<file path="src/hw/rtl/lpr_pkg.sv">
`default_nettype none

package lpr_pkg;

    localparam int PAGE_W  = 16;
    localparam int INDEX_W = 3;
    localparam int FAULT_W = 32;
    localparam int CFG_W   = 4;

    localparam logic [CFG_W-1:0]   CFG_RESET = 4'd8;
    localparam logic [FAULT_W-1:0] FAULT_MAX = '1;

    typedef enum logic [1:0] {
        ST_IDLE,
        ST_SCAN,
        ST_APPLY
    } state_t;

endpackage

`default_nettype wire

</file>
<file path="src/hw/rtl/lpr_page_if.sv">
`default_nettype none

interface lpr_page_if;

    logic                      valid;
    logic                      ready;
    logic [lpr_pkg::PAGE_W-1:0] page_number;

    modport source (output valid, output page_number, input ready);
    modport sink   (input valid, input page_number, output ready);

endinterface

`default_nettype wire

</file>
<file path="src/hw/rtl/lpr_result_if.sv">
`default_nettype none

interface lpr_result_if;

    logic                        valid;
    logic                        ready;
    logic                        hit;
    logic [lpr_pkg::INDEX_W-1:0] frame_index;
    logic                        evicted_valid;
    logic [lpr_pkg::PAGE_W-1:0]  evicted_page;
    logic [lpr_pkg::FAULT_W-1:0] fault_count;

    modport source (
        output valid, output hit, output frame_index, output evicted_valid,
        output evicted_page, output fault_count, input ready
    );
    modport sink (
        input valid, input hit, input frame_index, input evicted_valid,
        input evicted_page, input fault_count, output ready
    );

endinterface

`default_nettype wire

</file>
<file path="src/hw/rtl/lpr_frame_cell.sv">
`default_nettype none

module lpr_frame_cell #(
    parameter int FRAMES    = 8,
    parameter int PAGE_BITS = 16,
    parameter int INDEX     = 0
) (
    input  wire logic                       clk,
    input  wire logic                       rst_n,
    input  wire logic [lpr_pkg::CFG_W-1:0]  cfg,
    input  wire logic [PAGE_BITS-1:0]       page,
    input  wire logic                       scan_in_valid,
    input  var  logic [5*((FRAMES > 1) ? $clog2(FRAMES) : 1)+PAGE_BITS+2-1:0] scan_in,
    output      logic                       scan_out_valid,
    output      logic [5*((FRAMES > 1) ? $clog2(FRAMES) : 1)+PAGE_BITS+2-1:0] scan_out,
    input  wire logic                       apply_en,
    input  wire logic                       apply_load,
    input  wire logic                       apply_age_all,
    input  wire logic [((FRAMES > 1) ? $clog2(FRAMES) : 1)-1:0] apply_slot,
    input  wire logic [((FRAMES > 1) ? $clog2(FRAMES) : 1)-1:0] apply_limit
);

    localparam int SW = (FRAMES > 1) ? $clog2(FRAMES) : 1;

    typedef struct packed {
        logic                 hit_found;
        logic [SW-1:0]        hit_slot;
        logic [SW-1:0]        hit_rank;
        logic                 empty_found;
        logic [SW-1:0]        empty_slot;
        logic [SW-1:0]        vic_slot;
        logic [SW-1:0]        vic_rank;
        logic [PAGE_BITS-1:0] vic_tag;
    } scan_t;

    localparam logic [SW-1:0] MY_SLOT = SW'(INDEX);

    logic [PAGE_BITS-1:0] tag_reg;
    logic                 valid_reg;
    logic [SW-1:0]        rank_reg;
    logic                 scan_valid_reg;
    scan_t                scan_reg;
    scan_t                scan_next;
    scan_t                prev;
    logic                 active;

    assign prev   = scan_t'(scan_in);
    assign active = (INDEX == 0)
                 || (32'(INDEX) < {{(32-lpr_pkg::CFG_W){1'b0}}, cfg});

    always_comb
    begin
        scan_next = prev;
        if (active)
        begin
            if (!prev.hit_found && valid_reg && (tag_reg == page))
            begin
                scan_next.hit_found = 1'b1;
                scan_next.hit_slot  = MY_SLOT;
                scan_next.hit_rank  = rank_reg;
            end
            if (!prev.empty_found && !valid_reg)
            begin
                scan_next.empty_found = 1'b1;
                scan_next.empty_slot  = MY_SLOT;
            end
            if ((INDEX == 0) || (rank_reg > prev.vic_rank))
            begin
                scan_next.vic_slot = MY_SLOT;
                scan_next.vic_rank = rank_reg;
                scan_next.vic_tag  = tag_reg;
            end
        end
    end

    always_ff @(posedge clk or negedge rst_n)
    begin
        if (!rst_n)
        begin
            scan_valid_reg <= 1'b0;
            valid_reg      <= 1'b0;
            rank_reg       <= '0;
        end
        else
        begin
            scan_valid_reg <= scan_in_valid;
            if (apply_en)
            begin
                if (apply_slot == MY_SLOT)
                begin
                    rank_reg <= '0;
                    if (apply_load)
                    begin
                        valid_reg <= 1'b1;
                    end
                end
                else if (valid_reg && (apply_age_all || (rank_reg < apply_limit)))
                begin
                    rank_reg <= rank_reg + 1'b1;
                end
            end
        end
    end

    always_ff @(posedge clk)
    begin
        if (scan_in_valid)
        begin
            scan_reg <= scan_next;
        end
        if (apply_en && apply_load && (apply_slot == MY_SLOT))
        begin
            tag_reg <= page;
        end
    end

    assign scan_out_valid = scan_valid_reg;
    assign scan_out       = scan_reg;

endmodule

`default_nettype wire

</file>
<file path="src/hw/rtl/lru_page_replacement.sv">
`default_nettype none

// Channel  Direction  Word
// refs     in         page_number
// result   out        hit, frame_index, evicted_valid, evicted_page, fault_count
// cfg      in         cfg_we, cfg_wdata (frames_in_use)
//
// Per item, in order: the word is taken, the lookup record walks down the
// chain through a register in each frame cell, the finished record is handed
// to the update step, which updates the cells and loads the result register.
// A new word is taken while the previous result waits.
// Reset empties all frames, clears the fault count and sets eight frames in use.
// A stalled result holds the update step until the result register frees up.

module lru_page_replacement #(
    parameter int FRAMES    = 8,
    parameter int PAGE_BITS = 16
) (
    input  wire logic                      clk,
    input  wire logic                      rst_n,
    lpr_page_if.sink                       refs,
    lpr_result_if.source                   result,
    input  wire logic                      cfg_we,
    input  wire logic [lpr_pkg::CFG_W-1:0] cfg_wdata
);

    localparam int SW     = (FRAMES > 1) ? $clog2(FRAMES) : 1;
    localparam int SCAN_W = 5 * SW + PAGE_BITS + 2;

    typedef struct packed {
        logic                 hit_found;
        logic [SW-1:0]        hit_slot;
        logic [SW-1:0]        hit_rank;
        logic                 empty_found;
        logic [SW-1:0]        empty_slot;
        logic [SW-1:0]        vic_slot;
        logic [SW-1:0]        vic_rank;
        logic [PAGE_BITS-1:0] vic_tag;
    } scan_t;

    lpr_pkg::state_t state_reg;
    lpr_pkg::state_t state_next;

    logic [lpr_pkg::CFG_W-1:0]   cfg_reg;
    logic [PAGE_BITS-1:0]        page_reg;
    logic                        start_reg;
    logic [lpr_pkg::FAULT_W-1:0] faults_reg;
    logic [lpr_pkg::FAULT_W-1:0] faults_next;

    logic                        out_valid_reg;
    logic                        out_hit_reg;
    logic [lpr_pkg::INDEX_W-1:0] out_index_reg;
    logic                        out_ev_valid_reg;
    logic [lpr_pkg::PAGE_W-1:0]  out_ev_page_reg;

    logic [SCAN_W-1:0] chain [FRAMES+1];
    logic [FRAMES:0]   chain_valid;
    scan_t             final_rec;

    logic          accept;
    logic          apply_en;
    logic          apply_load;
    logic          apply_age_all;
    logic [SW-1:0] apply_slot;
    logic [SW-1:0] apply_limit;
    logic          ev_valid;

    logic [PAGE_BITS+lpr_pkg::PAGE_W-1:0] page_ext;
    logic [PAGE_BITS+lpr_pkg::PAGE_W-1:0] ev_ext;
    logic [SW+lpr_pkg::INDEX_W-1:0]       slot_ext;

    assign accept      = refs.valid && refs.ready;
    assign refs.ready  = (state_reg == lpr_pkg::ST_IDLE);
    assign page_ext    = {{PAGE_BITS{1'b0}}, refs.page_number};

    assign chain[0]       = '0;
    assign chain_valid[0] = start_reg;
    assign final_rec      = scan_t'(chain[FRAMES]);

    for (genvar g = 0; g < FRAMES; g++)
    begin : g_cell
        lpr_frame_cell #(
            .FRAMES    (FRAMES),
            .PAGE_BITS (PAGE_BITS),
            .INDEX     (g)
        ) u_cell (
            .clk            (clk),
            .rst_n          (rst_n),
            .cfg            (cfg_reg),
            .page           (page_reg),
            .scan_in_valid  (chain_valid[g]),
            .scan_in        (chain[g]),
            .scan_out_valid (chain_valid[g+1]),
            .scan_out       (chain[g+1]),
            .apply_en       (apply_en),
            .apply_load     (apply_load),
            .apply_age_all  (apply_age_all),
            .apply_slot     (apply_slot),
            .apply_limit    (apply_limit)
        );
    end

    always_comb
    begin
        apply_load    = 1'b0;
        apply_age_all = 1'b0;
        ev_valid      = 1'b0;
        apply_slot    = final_rec.hit_slot;
        apply_limit   = final_rec.hit_rank;
        if (!final_rec.hit_found)
        begin
            apply_load = 1'b1;
            if (final_rec.empty_found)
            begin
                apply_slot    = final_rec.empty_slot;
                apply_age_all = 1'b1;
            end
            else
            begin
                apply_slot  = final_rec.vic_slot;
                apply_limit = final_rec.vic_rank;
                ev_valid    = 1'b1;
            end
        end
    end

    assign ev_ext   = {{lpr_pkg::PAGE_W{1'b0}}, final_rec.vic_tag};
    assign slot_ext = {{lpr_pkg::INDEX_W{1'b0}}, apply_slot};

    always_comb
    begin
        faults_next = faults_reg;
        if (!final_rec.hit_found && (faults_reg != lpr_pkg::FAULT_MAX))
        begin
            faults_next = faults_reg + 1'b1;
        end
    end

    always_comb
    begin
        state_next = state_reg;
        apply_en   = 1'b0;
        unique case (state_reg)
            lpr_pkg::ST_IDLE:
            begin
                if (accept)
                begin
                    state_next = lpr_pkg::ST_SCAN;
                end
            end
            lpr_pkg::ST_SCAN:
            begin
                if (chain_valid[FRAMES])
                begin
                    state_next = lpr_pkg::ST_APPLY;
                end
            end
            lpr_pkg::ST_APPLY:
            begin
                if (!out_valid_reg || result.ready)
                begin
                    apply_en   = 1'b1;
                    state_next = lpr_pkg::ST_IDLE;
                end
            end
            default:
            begin
                state_next = lpr_pkg::ST_IDLE;
            end
        endcase
    end

    always_ff @(posedge clk or negedge rst_n)
    begin
        if (!rst_n)
        begin
            state_reg     <= lpr_pkg::ST_IDLE;
            cfg_reg       <= lpr_pkg::CFG_RESET;
            start_reg     <= 1'b0;
            faults_reg    <= '0;
            out_valid_reg <= 1'b0;
        end
        else
        begin
            state_reg <= state_next;
            start_reg <= accept;
            if (cfg_we)
            begin
                cfg_reg <= cfg_wdata;
            end
            if (apply_en)
            begin
                faults_reg    <= faults_next;
                out_valid_reg <= 1'b1;
            end
            else if (result.ready)
            begin
                out_valid_reg <= 1'b0;
            end
        end
    end

    always_ff @(posedge clk)
    begin
        if (accept)
        begin
            page_reg <= page_ext[PAGE_BITS-1:0];
        end
        if (apply_en)
        begin
            out_hit_reg      <= final_rec.hit_found;
            out_index_reg    <= slot_ext[lpr_pkg::INDEX_W-1:0];
            out_ev_valid_reg <= ev_valid;
            out_ev_page_reg  <= ev_valid ? ev_ext[lpr_pkg::PAGE_W-1:0] : '0;
        end
    end

    assign result.valid         = out_valid_reg;
    assign result.hit           = out_hit_reg;
    assign result.frame_index   = out_index_reg;
    assign result.evicted_valid = out_ev_valid_reg;
    assign result.evicted_page  = out_ev_page_reg;
    assign result.fault_count   = faults_reg;

endmodule

`default_nettype wire

</file>
<file path="src/flat_wrapper.sv">
// flat-port wrapper written by rule: the top's interface ports become plain ports
module lru_page_replacement_flat 
#(
    parameter int FRAMES    = 8,
    parameter int PAGE_BITS = 16
)
  (clk, rst_n, cfg_we, cfg_wdata, refs_valid, refs_page_number, refs_ready, result_valid, result_hit, result_frame_index, result_evicted_valid, result_evicted_page, result_fault_count, result_ready);
  lpr_page_if refs_i ();
  lpr_result_if result_i ();
  input  wire logic clk;
  input  wire logic rst_n;
  input  wire logic cfg_we;
  input  wire logic [lpr_pkg::CFG_W-1:0] cfg_wdata;
  input wire logic [$bits(refs_i.valid)-1:0] refs_valid;
  input wire logic [$bits(refs_i.page_number)-1:0] refs_page_number;
  output wire logic [$bits(refs_i.ready)-1:0] refs_ready;
  output wire logic [$bits(result_i.valid)-1:0] result_valid;
  output wire logic [$bits(result_i.hit)-1:0] result_hit;
  output wire logic [$bits(result_i.frame_index)-1:0] result_frame_index;
  output wire logic [$bits(result_i.evicted_valid)-1:0] result_evicted_valid;
  output wire logic [$bits(result_i.evicted_page)-1:0] result_evicted_page;
  output wire logic [$bits(result_i.fault_count)-1:0] result_fault_count;
  input wire logic [$bits(result_i.ready)-1:0] result_ready;
  assign refs_i.valid = refs_valid;
  assign refs_i.page_number = refs_page_number;
  assign refs_ready = refs_i.ready;
  assign result_valid = result_i.valid;
  assign result_hit = result_i.hit;
  assign result_frame_index = result_i.frame_index;
  assign result_evicted_valid = result_i.evicted_valid;
  assign result_evicted_page = result_i.evicted_page;
  assign result_fault_count = result_i.fault_count;
  assign result_i.ready = result_ready;
  lru_page_replacement #(.FRAMES(FRAMES), .PAGE_BITS(PAGE_BITS)) u_core (.clk(clk), .rst_n(rst_n), .refs(refs_i), .result(result_i), .cfg_we(cfg_we), .cfg_wdata(cfg_wdata));
endmodule
</file>
<file path="config.mk">
export PLATFORM = sky130hd
export DESIGN_NAME = lru_page_replacement_flat
export DESIGN_NICKNAME = d
export VERILOG_FILES = /design/src/hw/rtl/lpr_pkg.sv /design/src/hw/rtl/lpr_page_if.sv /design/src/hw/rtl/lpr_result_if.sv /design/src/hw/rtl/lpr_frame_cell.sv /design/src/hw/rtl/lru_page_replacement.sv /design/src/flat_wrapper.sv
export SDC_FILE = /design/constraint.sdc
export NUM_CORES = 1
export LEC_CHECK = 0
export BUFFER_PORTS_ARGS = -buffer_cell sky130_fd_sc_hd__buf_2
export CAP_MARGIN = 10
export CORE_MARGIN = 8
export CORE_UTILIZATION = 35
export DETAILED_ROUTE_END_ITERATION = 10
export GPL_TIMING_DRIVEN = 0
export PLACE_DENSITY = 0.54
export SYNTH_ARGS = -nofsm -noshare
export SYNTH_HDL_FRONTEND = slang
export SYNTH_SLANG_ARGS = --single-unit
</file>
<file path="constraint.sdc">
create_clock -name clk -period 5.7 [get_ports clk]
set_input_delay 1.14 -clock clk [delete_from_list [all_inputs] [get_ports clk]]
set_output_delay 1.14 -clock clk [all_outputs]
set_load 0.005 [all_outputs]
</file>
==> results.txt, run 1 <==
----------------------------------------------------
[Status]
  Status ... complete, no violations

[Critical path]
  Cell-by-cell trace of the critical path ... buf_2 > nor2_1 > clkbuf_1 > mux2i_1 > ha_1 > o311ai_0 > a221o_1 > a32o_1 > a31o_2
  Element type at the critical path end ... register
  Slowest stage cell, crit path ... mux2i_1
  Startpoint-to-endpoint class of the critical path ... reg -> reg
  Kind of start point of the critical path ... register
  Data arrival time of the critical path ... 4.21 ns
  Peak fanout along the critical path ... 10
  Required time worst endpoint ... slightly above 6 ns
  Largest incremental delay on the critical path ... between 1 and 1.5 ns

[Yosys]
  Synth top area cells ... edfxtp_1 (58%), dfrtp_1 (9.4%), mux2_2 (8.5%), xor2_1 (3.8%), xnor2_1 (2.8%)
  Async set or reset register ratio after synthesis ... 16.4%
  Cell taking the most area after synthesis ... edfxtp_1
  Yosys synthesis warning count ... 0
  Fraction of synthesized cell area taken by the top area cell type ... between 50 and 60%
  Mapped Avg Cell Area ... 15.5 sq um
  Most instantiated flip-flop cell in the synthesis netlist ... edfxtp_1
  Mapped Area ... ~21000 sq um
  Sequential share of the synthesized area ... 67.6%
  Flip-flop and latch count after synthesis ... roughly 490
  Synth Net Count ... about 1400
  EDFF count, synth ... 408
  Cell variety after synth ... 63
  Synthesized netlist cell count ... 1360

[Routing]
  Vias per inst ... 4.77
  Iter 0 DRT Violations ... 603
  Number of search-and-repair iterations in the first detailed-routing pass ... 5
  Final wirelength ... approximately 45 mm
  Remaining number of nets flagged by the antenna check after routing ... 0
  DR WL/cell ... 19.5 microns
  Via count of the routed design ... approximately 11000
  Detailed-route DRC error count ... 0

[Clock tree]
  Root Buffer ... clkbuf_16
  TritonCTS buffer count ... between 50 and 60
  Number of gates given a new drive strength after cts ... 0
  Post-CTS setup buffer count ... 0
  Clock net sink count ... 488
  Clock tree from TritonCTS ... yes
  Insertion delay of the later-clocked pin in the worst-skew pair ... 0.60 ns
  Clock transition at path regs ... 0.06 ns
  Number of levels the H-tree was split into ... 2
  Hold-fix buffers, CTS ... 0
  Buffer depth of the longest clock path ... 3

[Power]
  Power per cell area ... slightly above 400 nW/um^2
  Total net switching power ... approximately 2600 uW
  Static leakage power ... 0.00872 uW
  Switching portion of total power ... 26.3%
  Maximum resistive drop on vdd ... 208 uV
  Internal power summed over all cells ... approximately 7300 uW
  Logic pwr share ... between 15 and 20%
  Share of power burned in the clock network ... about a third
  Part of the power in registers ... around half

[Placed design]
  Instance count after placement with tap cells included ... 2231
  Routability-driven placement congestion ratio ... 0.815
  HPWL after detailed placement ... 34.5 mm
  I/O Buffers ... 79
  Worst slack, placed ... 1.59 ns
  Post-DP Area ... ~23000 sq um

[Die]
  Number of top-level design ports ... 80
  Die H ... 261 microns
  Die extent in x ... ~260 microns
  Core region area ... 60000 sq um
  Initial core utilization ... 35.1%
  Die area ... just under 70000 sq um
  Std-Cell Rows ... 90

[STA]
  Worst-Margin Slew ... 1.17 ns
  Number of hold violations in the final report ... 0
  Max-slew violation count ... 0
  Worst Skew ... 0.0181 ns
  Post-layout min period ... 3.73 ns
  RSZ-0062 raised after global routing ... false
  Max Freq ... 268 MHz
  Setup slack of the critical path after layout ... 1.97 ns
  Share of the cycle needed by the critical path after routing ... 65.5%
  Smallest hold slack ... between 0.4 and 0.5 ns
  Final-layout setup total negative slack ... 0 ns
  Total of endpoints with negative setup slack in the final report ... 0
  Worst relative slew slack ... 19.4%

[Layout]
  Number of nets in the layout ... between 1500 and 2000
  # diodes ... 0
  Proportion of layout cells with a drive suffix above 1 ... 26.6%
  Most frequent standard cell in the layout excluding fill and tap cells ... edfxtp_1
  Most used cells in the layout excluding fill and tap cells ... edfxtp_1 (408), mux2_2 (160), buf_2 (91), xor2_1 (91), dfrtp_1 (77)
  Register area ... roughly 14000 sq um
  Max reg flops ... 243
  Layout overhead on the synthesized area ... 16.0%
  Area used by multi-input combinational logic ... 6490 sq um
  Design area ... 24500 sq um
  Final non-filler cell total ... between 2000 and 2500
  FILL cells ... about 5500

[Global routing]
  Wire length of the first global-routing pass ... roughly 70 mm
  Largest net degree at the start of global routing ... 62
  Initial antenna violation count ... 0
  Number of global-route vias before repair ... 11800
  Global-route usage over all layers ... ~13%
  Grt ovf ... 0

[Hold path]
  Hold WC Path Type ... in -> async

[Flow run]
  Max-cap violations ... 0

----------------------------------------------------
[per-stage QoR]
stage                     utilization, %  total power [uW]
after global placement              37.4              6500
after global routing                40.8             10400
after floorplan                        -              5980
final                               40.8              9960
after detailed placement            37.7              6570
after CTS                           40.7             10100
[synth_stat cells (4+ instances only)]
cell,n
nor2b_1,19
dfrtp_1,79
nand2_1,29
clkbuf_1,26
o22ai_1,6
xnor2_1,67
buf_6,5
nor3b_1,4
inv_1,39
a21o_1,15
a32o_1,4
a311oi_1,6
ha_1,46
o2111ai_1,7
mux2_2,160
nor4_4,5
nand3_1,36
nor2_1,27
nor3_1,26
a21oi_1,18
xor2_1,91
nor4_1,33
o21ai_0,14
o21bai_1,6
buf_2,13
and2_1,29
edfxtp_1,408
a41oi_1,10
nand2b_1,9
mux2i_1,5
or2_2,41
nand4_1,29
and3_1,6
[cell families (layout without fill, tap and decap cells)]
family	Yosys count	after routing	share of synthesized area [%]
buf+inv	85	273	1.79
mux	167	167	8.96
simple gates	310	310	8.79
xor+xnor	158	158	6.56
flops	488	488	67.6
compound gates	106	106	3.58
fa+ha+maj	46	46	2.73
[power by group through the flow]
stage,combinational (uW),clock [uW],sequential (uW)
6_report,1670,3460,4830
5_1_grt,1860,3680,4900
4_1_cts,1650,3550,4870
3_5_place_dp,1630,0,4940
3_3_place_gp,1560,0,4940
2_1_floorplan,1190,0,4790
[path summary, 6_finish.rpt]
kind	startpoint	endpoint	slack, ns	cells past startpoint
max	u_core.g_cell[7].u_cell.scan_out[32]$_DFFE_PP_	u_core.g_cell[7].u_cell.rank_reg[2]$_DFFE_PN0P_	1.97	9
min	rst_n	u_core.g_cell[0].u_cell.rank_reg[0]$_DFFE_PN0P_	0.44	1
max reg2reg	u_core.g_cell[7].u_cell.scan_out[32]$_DFFE_PP_	u_core.g_cell[7].u_cell.rank_reg[2]$_DFFE_PN0P_	1.97	9
min reg2reg	u_core.g_cell[0].u_cell.tag_reg[1]$_DFFE_PP_	u_core.g_cell[0].u_cell.scan_out[1]$_DFFE_PP_	0.46	0
max in group asynchronous	rst_n	u_core.g_cell[6].u_cell.valid_reg$_DFFE_PN0P_	4.60	2
min in group clk	u_core.g_cell[0].u_cell.tag_reg[1]$_DFFE_PP_	u_core.g_cell[0].u_cell.scan_out[1]$_DFFE_PP_	0.46	0
[critical path: cells and delay by family (launching register included)]
kind                       cells  cell delay, ns
muxes                          1            1.02
DFF                            1            0.49
buffers and inverters          2            0.70
AOI/OAI and AO/OA              4            1.01
adders and majority gates      1            0.23
and+or+nand+nor                1            0.16
[cell type report]
type                       count  area share [%]
sequential                   488            58.3
inverter                      40           0.614
clock buffer                  66            5.74
tap                          782            4.00
clock inverter                30            1.41
multi-input combinational    787            26.5
timing repair buffer          92            2.53
buffer                        45           0.926
[layer usage]
layer	routed length (microns)	GRT usage, %
met5	0	0
met4	1430	4.60
met3	1720	2.50
met2	21900	22.9
met1	20300	17.1
Power figures use the tool's default switching activity.
==> inputs of run 2 (changes only) <==
==> constraint.sdc (replaced) <==
create_clock -name clk -period 3.86 [get_ports clk]
set_input_delay 0.772 -clock clk [delete_from_list [all_inputs] [get_ports clk]]
set_output_delay 0.772 -clock clk [all_outputs]
set_load 0.005 [all_outputs]
==> run 2 against run 1 <==
  * Clock power increased by 47%
  * Fmax increased by 13%
  * Die area unchanged
  * Non-clock buffer count decreased by 1
  * Sequential power rose by 48%
  * Clock-buffer cell count did not move
  * Worst hold slack got worse by 0.37 ns
==> results.txt, run 2 (synthesis results as in run 1) <==
----------------------------------------------------
[Status]
  Status ... complete, no violations

[Critical path]
  Timing startpoint of the critical path ... u_core.g_cell[7].u_cell.scan_out[32]$_DFFE_PP_
  Endpoint of the most critical register-to-register path ... u_core.g_cell[7].u_cell.rank_reg[2]$_DFFE_PN0P_
  Endpoint of the worst setup timing path ... u_core.g_cell[7].u_cell.rank_reg[2]$_DFFE_PN0P_
  Largest incremental delay on the critical path ... 0.73 ns (-0.29 ns)
  Launching point of the worst reg2reg path ... u_core.g_cell[7].u_cell.scan_out[32]$_DFFE_PP_
  Slowest stage cell, crit path ... mux2i_2
  Element type at the critical path end ... register
  Buf+Inv Stages, Crit Path ... 2 (unchanged)
  Worst reg-to-reg path cell count ... 9 (unchanged)
  Startpoint-to-endpoint class of the critical path ... reg -> reg
  R2r setup slk ... 0.55 ns (-1.42 ns)
  Required time worst endpoint ... 4.34 ns (-1.84 ns)
  Data arrival time of the critical path ... 3.79 ns (-0.42 ns)
  Path length in cells of the critical path ... 9 (unchanged)
  Kind of start point of the critical path ... register
  Cell-by-cell trace of the critical path ... buf_2 > nor2_1 > clkbuf_2 > mux2i_2 > ha_1 > o311ai_0 > a221o_1 > a32o_1 > a31o_2
  Peak fanout along the critical path ... 10 (unchanged)
  Delay-heaviest family, CP ... compound AO/OA/AOI/OAI gates

[Routing]
  Iter 0 DRT Violations ... 579 (-4.0%)
  Vias per inst ... 4.77 (+0.12%)
  Detailed-route DRC error count ... 0 (unchanged)
  Final wirelength ... 45.4 mm (about the same)
  Via count of the routed design ... 11100 (+0.081%)
  Remaining number of nets flagged by the antenna check after routing ... 0 (unchanged)
  Number of search-and-repair iterations in the first detailed-routing pass ... 5 (unchanged)
  DR WL/cell ... 19.5 microns (about the same)

[STA]
  RSZ-0062 raised after global routing ... false
  Share of the cycle needed by the critical path after routing ... 85.8% (+20 points)
  Worst-Margin Slew ... 1.15 ns (-0.0221 ns)
  Number of hold violations in the final report ... 0 (unchanged)
  Post-layout min period ... 3.31 ns (-0.422 ns)
  Smallest hold slack ... 0.0725 ns (-0.368 ns)
  Worst relative slew slack ... 23.2% (+3.7 points)
  Max Freq ... 302 MHz (+13%)
  Total of endpoints with negative setup slack in the final report ... 0 (unchanged)
  Max-slew violation count ... 0 (unchanged)
  Worst Skew ... 0.0173 ns (-0.000800 ns)

[Power]
  Total power consumption of the routed design ... 14700 uW (+48%)
  Power per cell area ... 601 nW/um^2 (+48%)
  Maximum resistive drop on vdd ... 308 uV (+48%)
  Static leakage power ... 0.00872 uW (about the same)

[Global routing]
  Most crowded layer after global routing ... met2
  Largest net degree at the start of global routing ... 62 (unchanged)
  Wire length of the first global-routing pass ... 70.3 mm (about the same)
  Global-route met3 utilization ... 2.50% (unchanged)
  Global-route usage over all layers ... 13.4% (about the same)
  Number of global-route vias before repair ... 11800 (+0.025%)
  Fraction of met2 tracks used by global routing ... 22.9% (unchanged)
  Initial antenna violation count ... 0 (unchanged)
  Global routing usage on met1 ... 17.1% (about the same)
  Grt ovf ... 0 (unchanged)

[Die]
  Std-Cell Rows ... 90 (unchanged)
  Core region area ... 60000 sq um (unchanged)
  Die H ... 261 microns (unchanged)
  Die extent in x ... 261 microns (unchanged)
  Number of top-level design ports ... 80 (unchanged)
  Die area ... 68400 sq um (unchanged)
  Initial core utilization ... 35.1% (unchanged)

[Placed design]
  Routability-driven placement congestion ratio ... 0.815 (unchanged)
  I/O Buffers ... 79 (unchanged)
  HPWL after detailed placement ... 34.5 mm (unchanged)
  Instance count after placement with tap cells included ... 2231 (unchanged)
  Post-DP Area ... 22700 sq um (unchanged)

[Layout]
  Most used cells in the layout excluding fill and tap cells ... edfxtp_1 (408), mux2_2 (160), buf_2 (91), xor2_1 (91), dfrtp_1 (77)
  Final standard cell utilization of the core ... 40.8% (about the same)
  Final non-filler cell total ... 2329 (-0.043%)
  Design area ... 24500 sq um (about the same)
  Proportion of layout cells with a drive suffix above 1 ... 26.8% (+0.15 points)
  Layout overhead on the synthesized area ... 16.1% (about the same)
  Max reg flops ... 243 (unchanged)
  Number of nets in the layout ... 1576 (-0.063%)
  FILL cells ... 5503 (-0.091%)
  Most frequent standard cell in the layout excluding fill and tap cells ... edfxtp_1
  # diodes ... 0 (unchanged)

[Flow run]
  Max-cap violations ... 0 (unchanged)

[Clock tree]
  Insertion delay of the later-clocked pin in the worst-skew pair ... 0.60 ns (about the same)
  Clock transition at path regs ... 0.06 ns (about the same)
  Buffer depth of the longest clock path ... 3 (unchanged)
  TritonCTS buffer count ... 52 (unchanged)
  Root Buffer ... clkbuf_16
  Number of levels the H-tree was split into ... 2 (unchanged)
  Clock net sink count ... 488 (unchanged)
  Post-CTS setup buffer count ... 0 (unchanged)
  Clock tree from TritonCTS ... yes

[Hold path]
  Hold WC Path Type ... in -> async

----------------------------------------------------
## run 2: changes by cell type in the layout (fill, tap and decap cells not counted)
cell	change
clkbuf_2	+1
mux2i_2	+1
mux2i_1	-2
clkbuf_1	-1
buf_4	-1
mux2i_4	+1
## run 2: routing by layer
layer | up-vias | wire, microns | part of all wire, %
li1 | 5435 | - | -
met1 | 5416 | 20500 | 45
met2 | 180 | 21900 | 48
met3 | 88 | 1660 | 3.6
met4 | 0 | 1430 | 3.1
met5 | - | 0 | 0
## run 2: where the power goes
part	total (uW)	internal, uW	switching (uW)
registers	7140	6600	536
clock network	5100	3050	2060
logic	2470	1190	1270
total	14700	10800	3870
## run 2: final cells by class
| type | count | area (sq um) | share of cell area (%) |
|---|---|---|---|
| inverter | 40 | 150 | 0.613 |
| clock buffer | 66 | 1410 | 5.74 |
| timing repair buffer | 91 | 611 | 2.49 |
| tap | 782 | 978 | 4.00 |
| buffer | 45 | 228 | 0.930 |
| multi-input combinational | 787 | 6500 | 26.6 |
| clock inverter | 30 | 345 | 1.41 |
| sequential | 488 | 14300 | 58.2 |
## run 2: stage by stage
stage               setup TNS [ns]  setup slack (ns)
floorplan                        0             0.408
global placement            -32.81            -0.994
detailed placement           -2.44            -0.251
CTS                              0            0.0120
global route                     0             0.278
finish                           0             0.548
## run 2: worst min path at each step
stage                                                      end  slack, ns  depth (start not counted)
2_1_floorplan    u_core.g_cell[0].u_cell.scan_out[0]$_DFFE_PP_       0.45                          0
4_1_cts        u_core.g_cell[0].u_cell.rank_reg[0]$_DFFE_PN0P_       0.06                          1
3_5_place_dp    u_core.g_cell[0].u_cell.scan_out[13]$_DFFE_PP_       0.45                          0
6_report       u_core.g_cell[0].u_cell.rank_reg[0]$_DFFE_PN0P_       0.07                          1
5_1_grt        u_core.g_cell[0].u_cell.rank_reg[0]$_DFFE_PN0P_       0.07                          1
3_3_place_gp    u_core.g_cell[0].u_cell.scan_out[10]$_DFFE_PP_       0.45                          0
## run 2: repair_timing
action / CTS / global route
gates resized for setup: 1 / 4
setup endpoints to repair: 22 / 21
hold buffers: 0 / 0
## run 2: worst reg2reg max path, delay by kind of cell (launching register included)
family / cells / cell delay (ns)
AO/OA/AOI/OAI: 4 / 1.03
multiplexers: 1 / 0.73
buffers and inverters: 2 / 0.58
flip-flops: 1 / 0.49
adder cells (fa/ha/maj): 1 / 0.21
AND/OR/NAND/NOR: 1 / 0.16
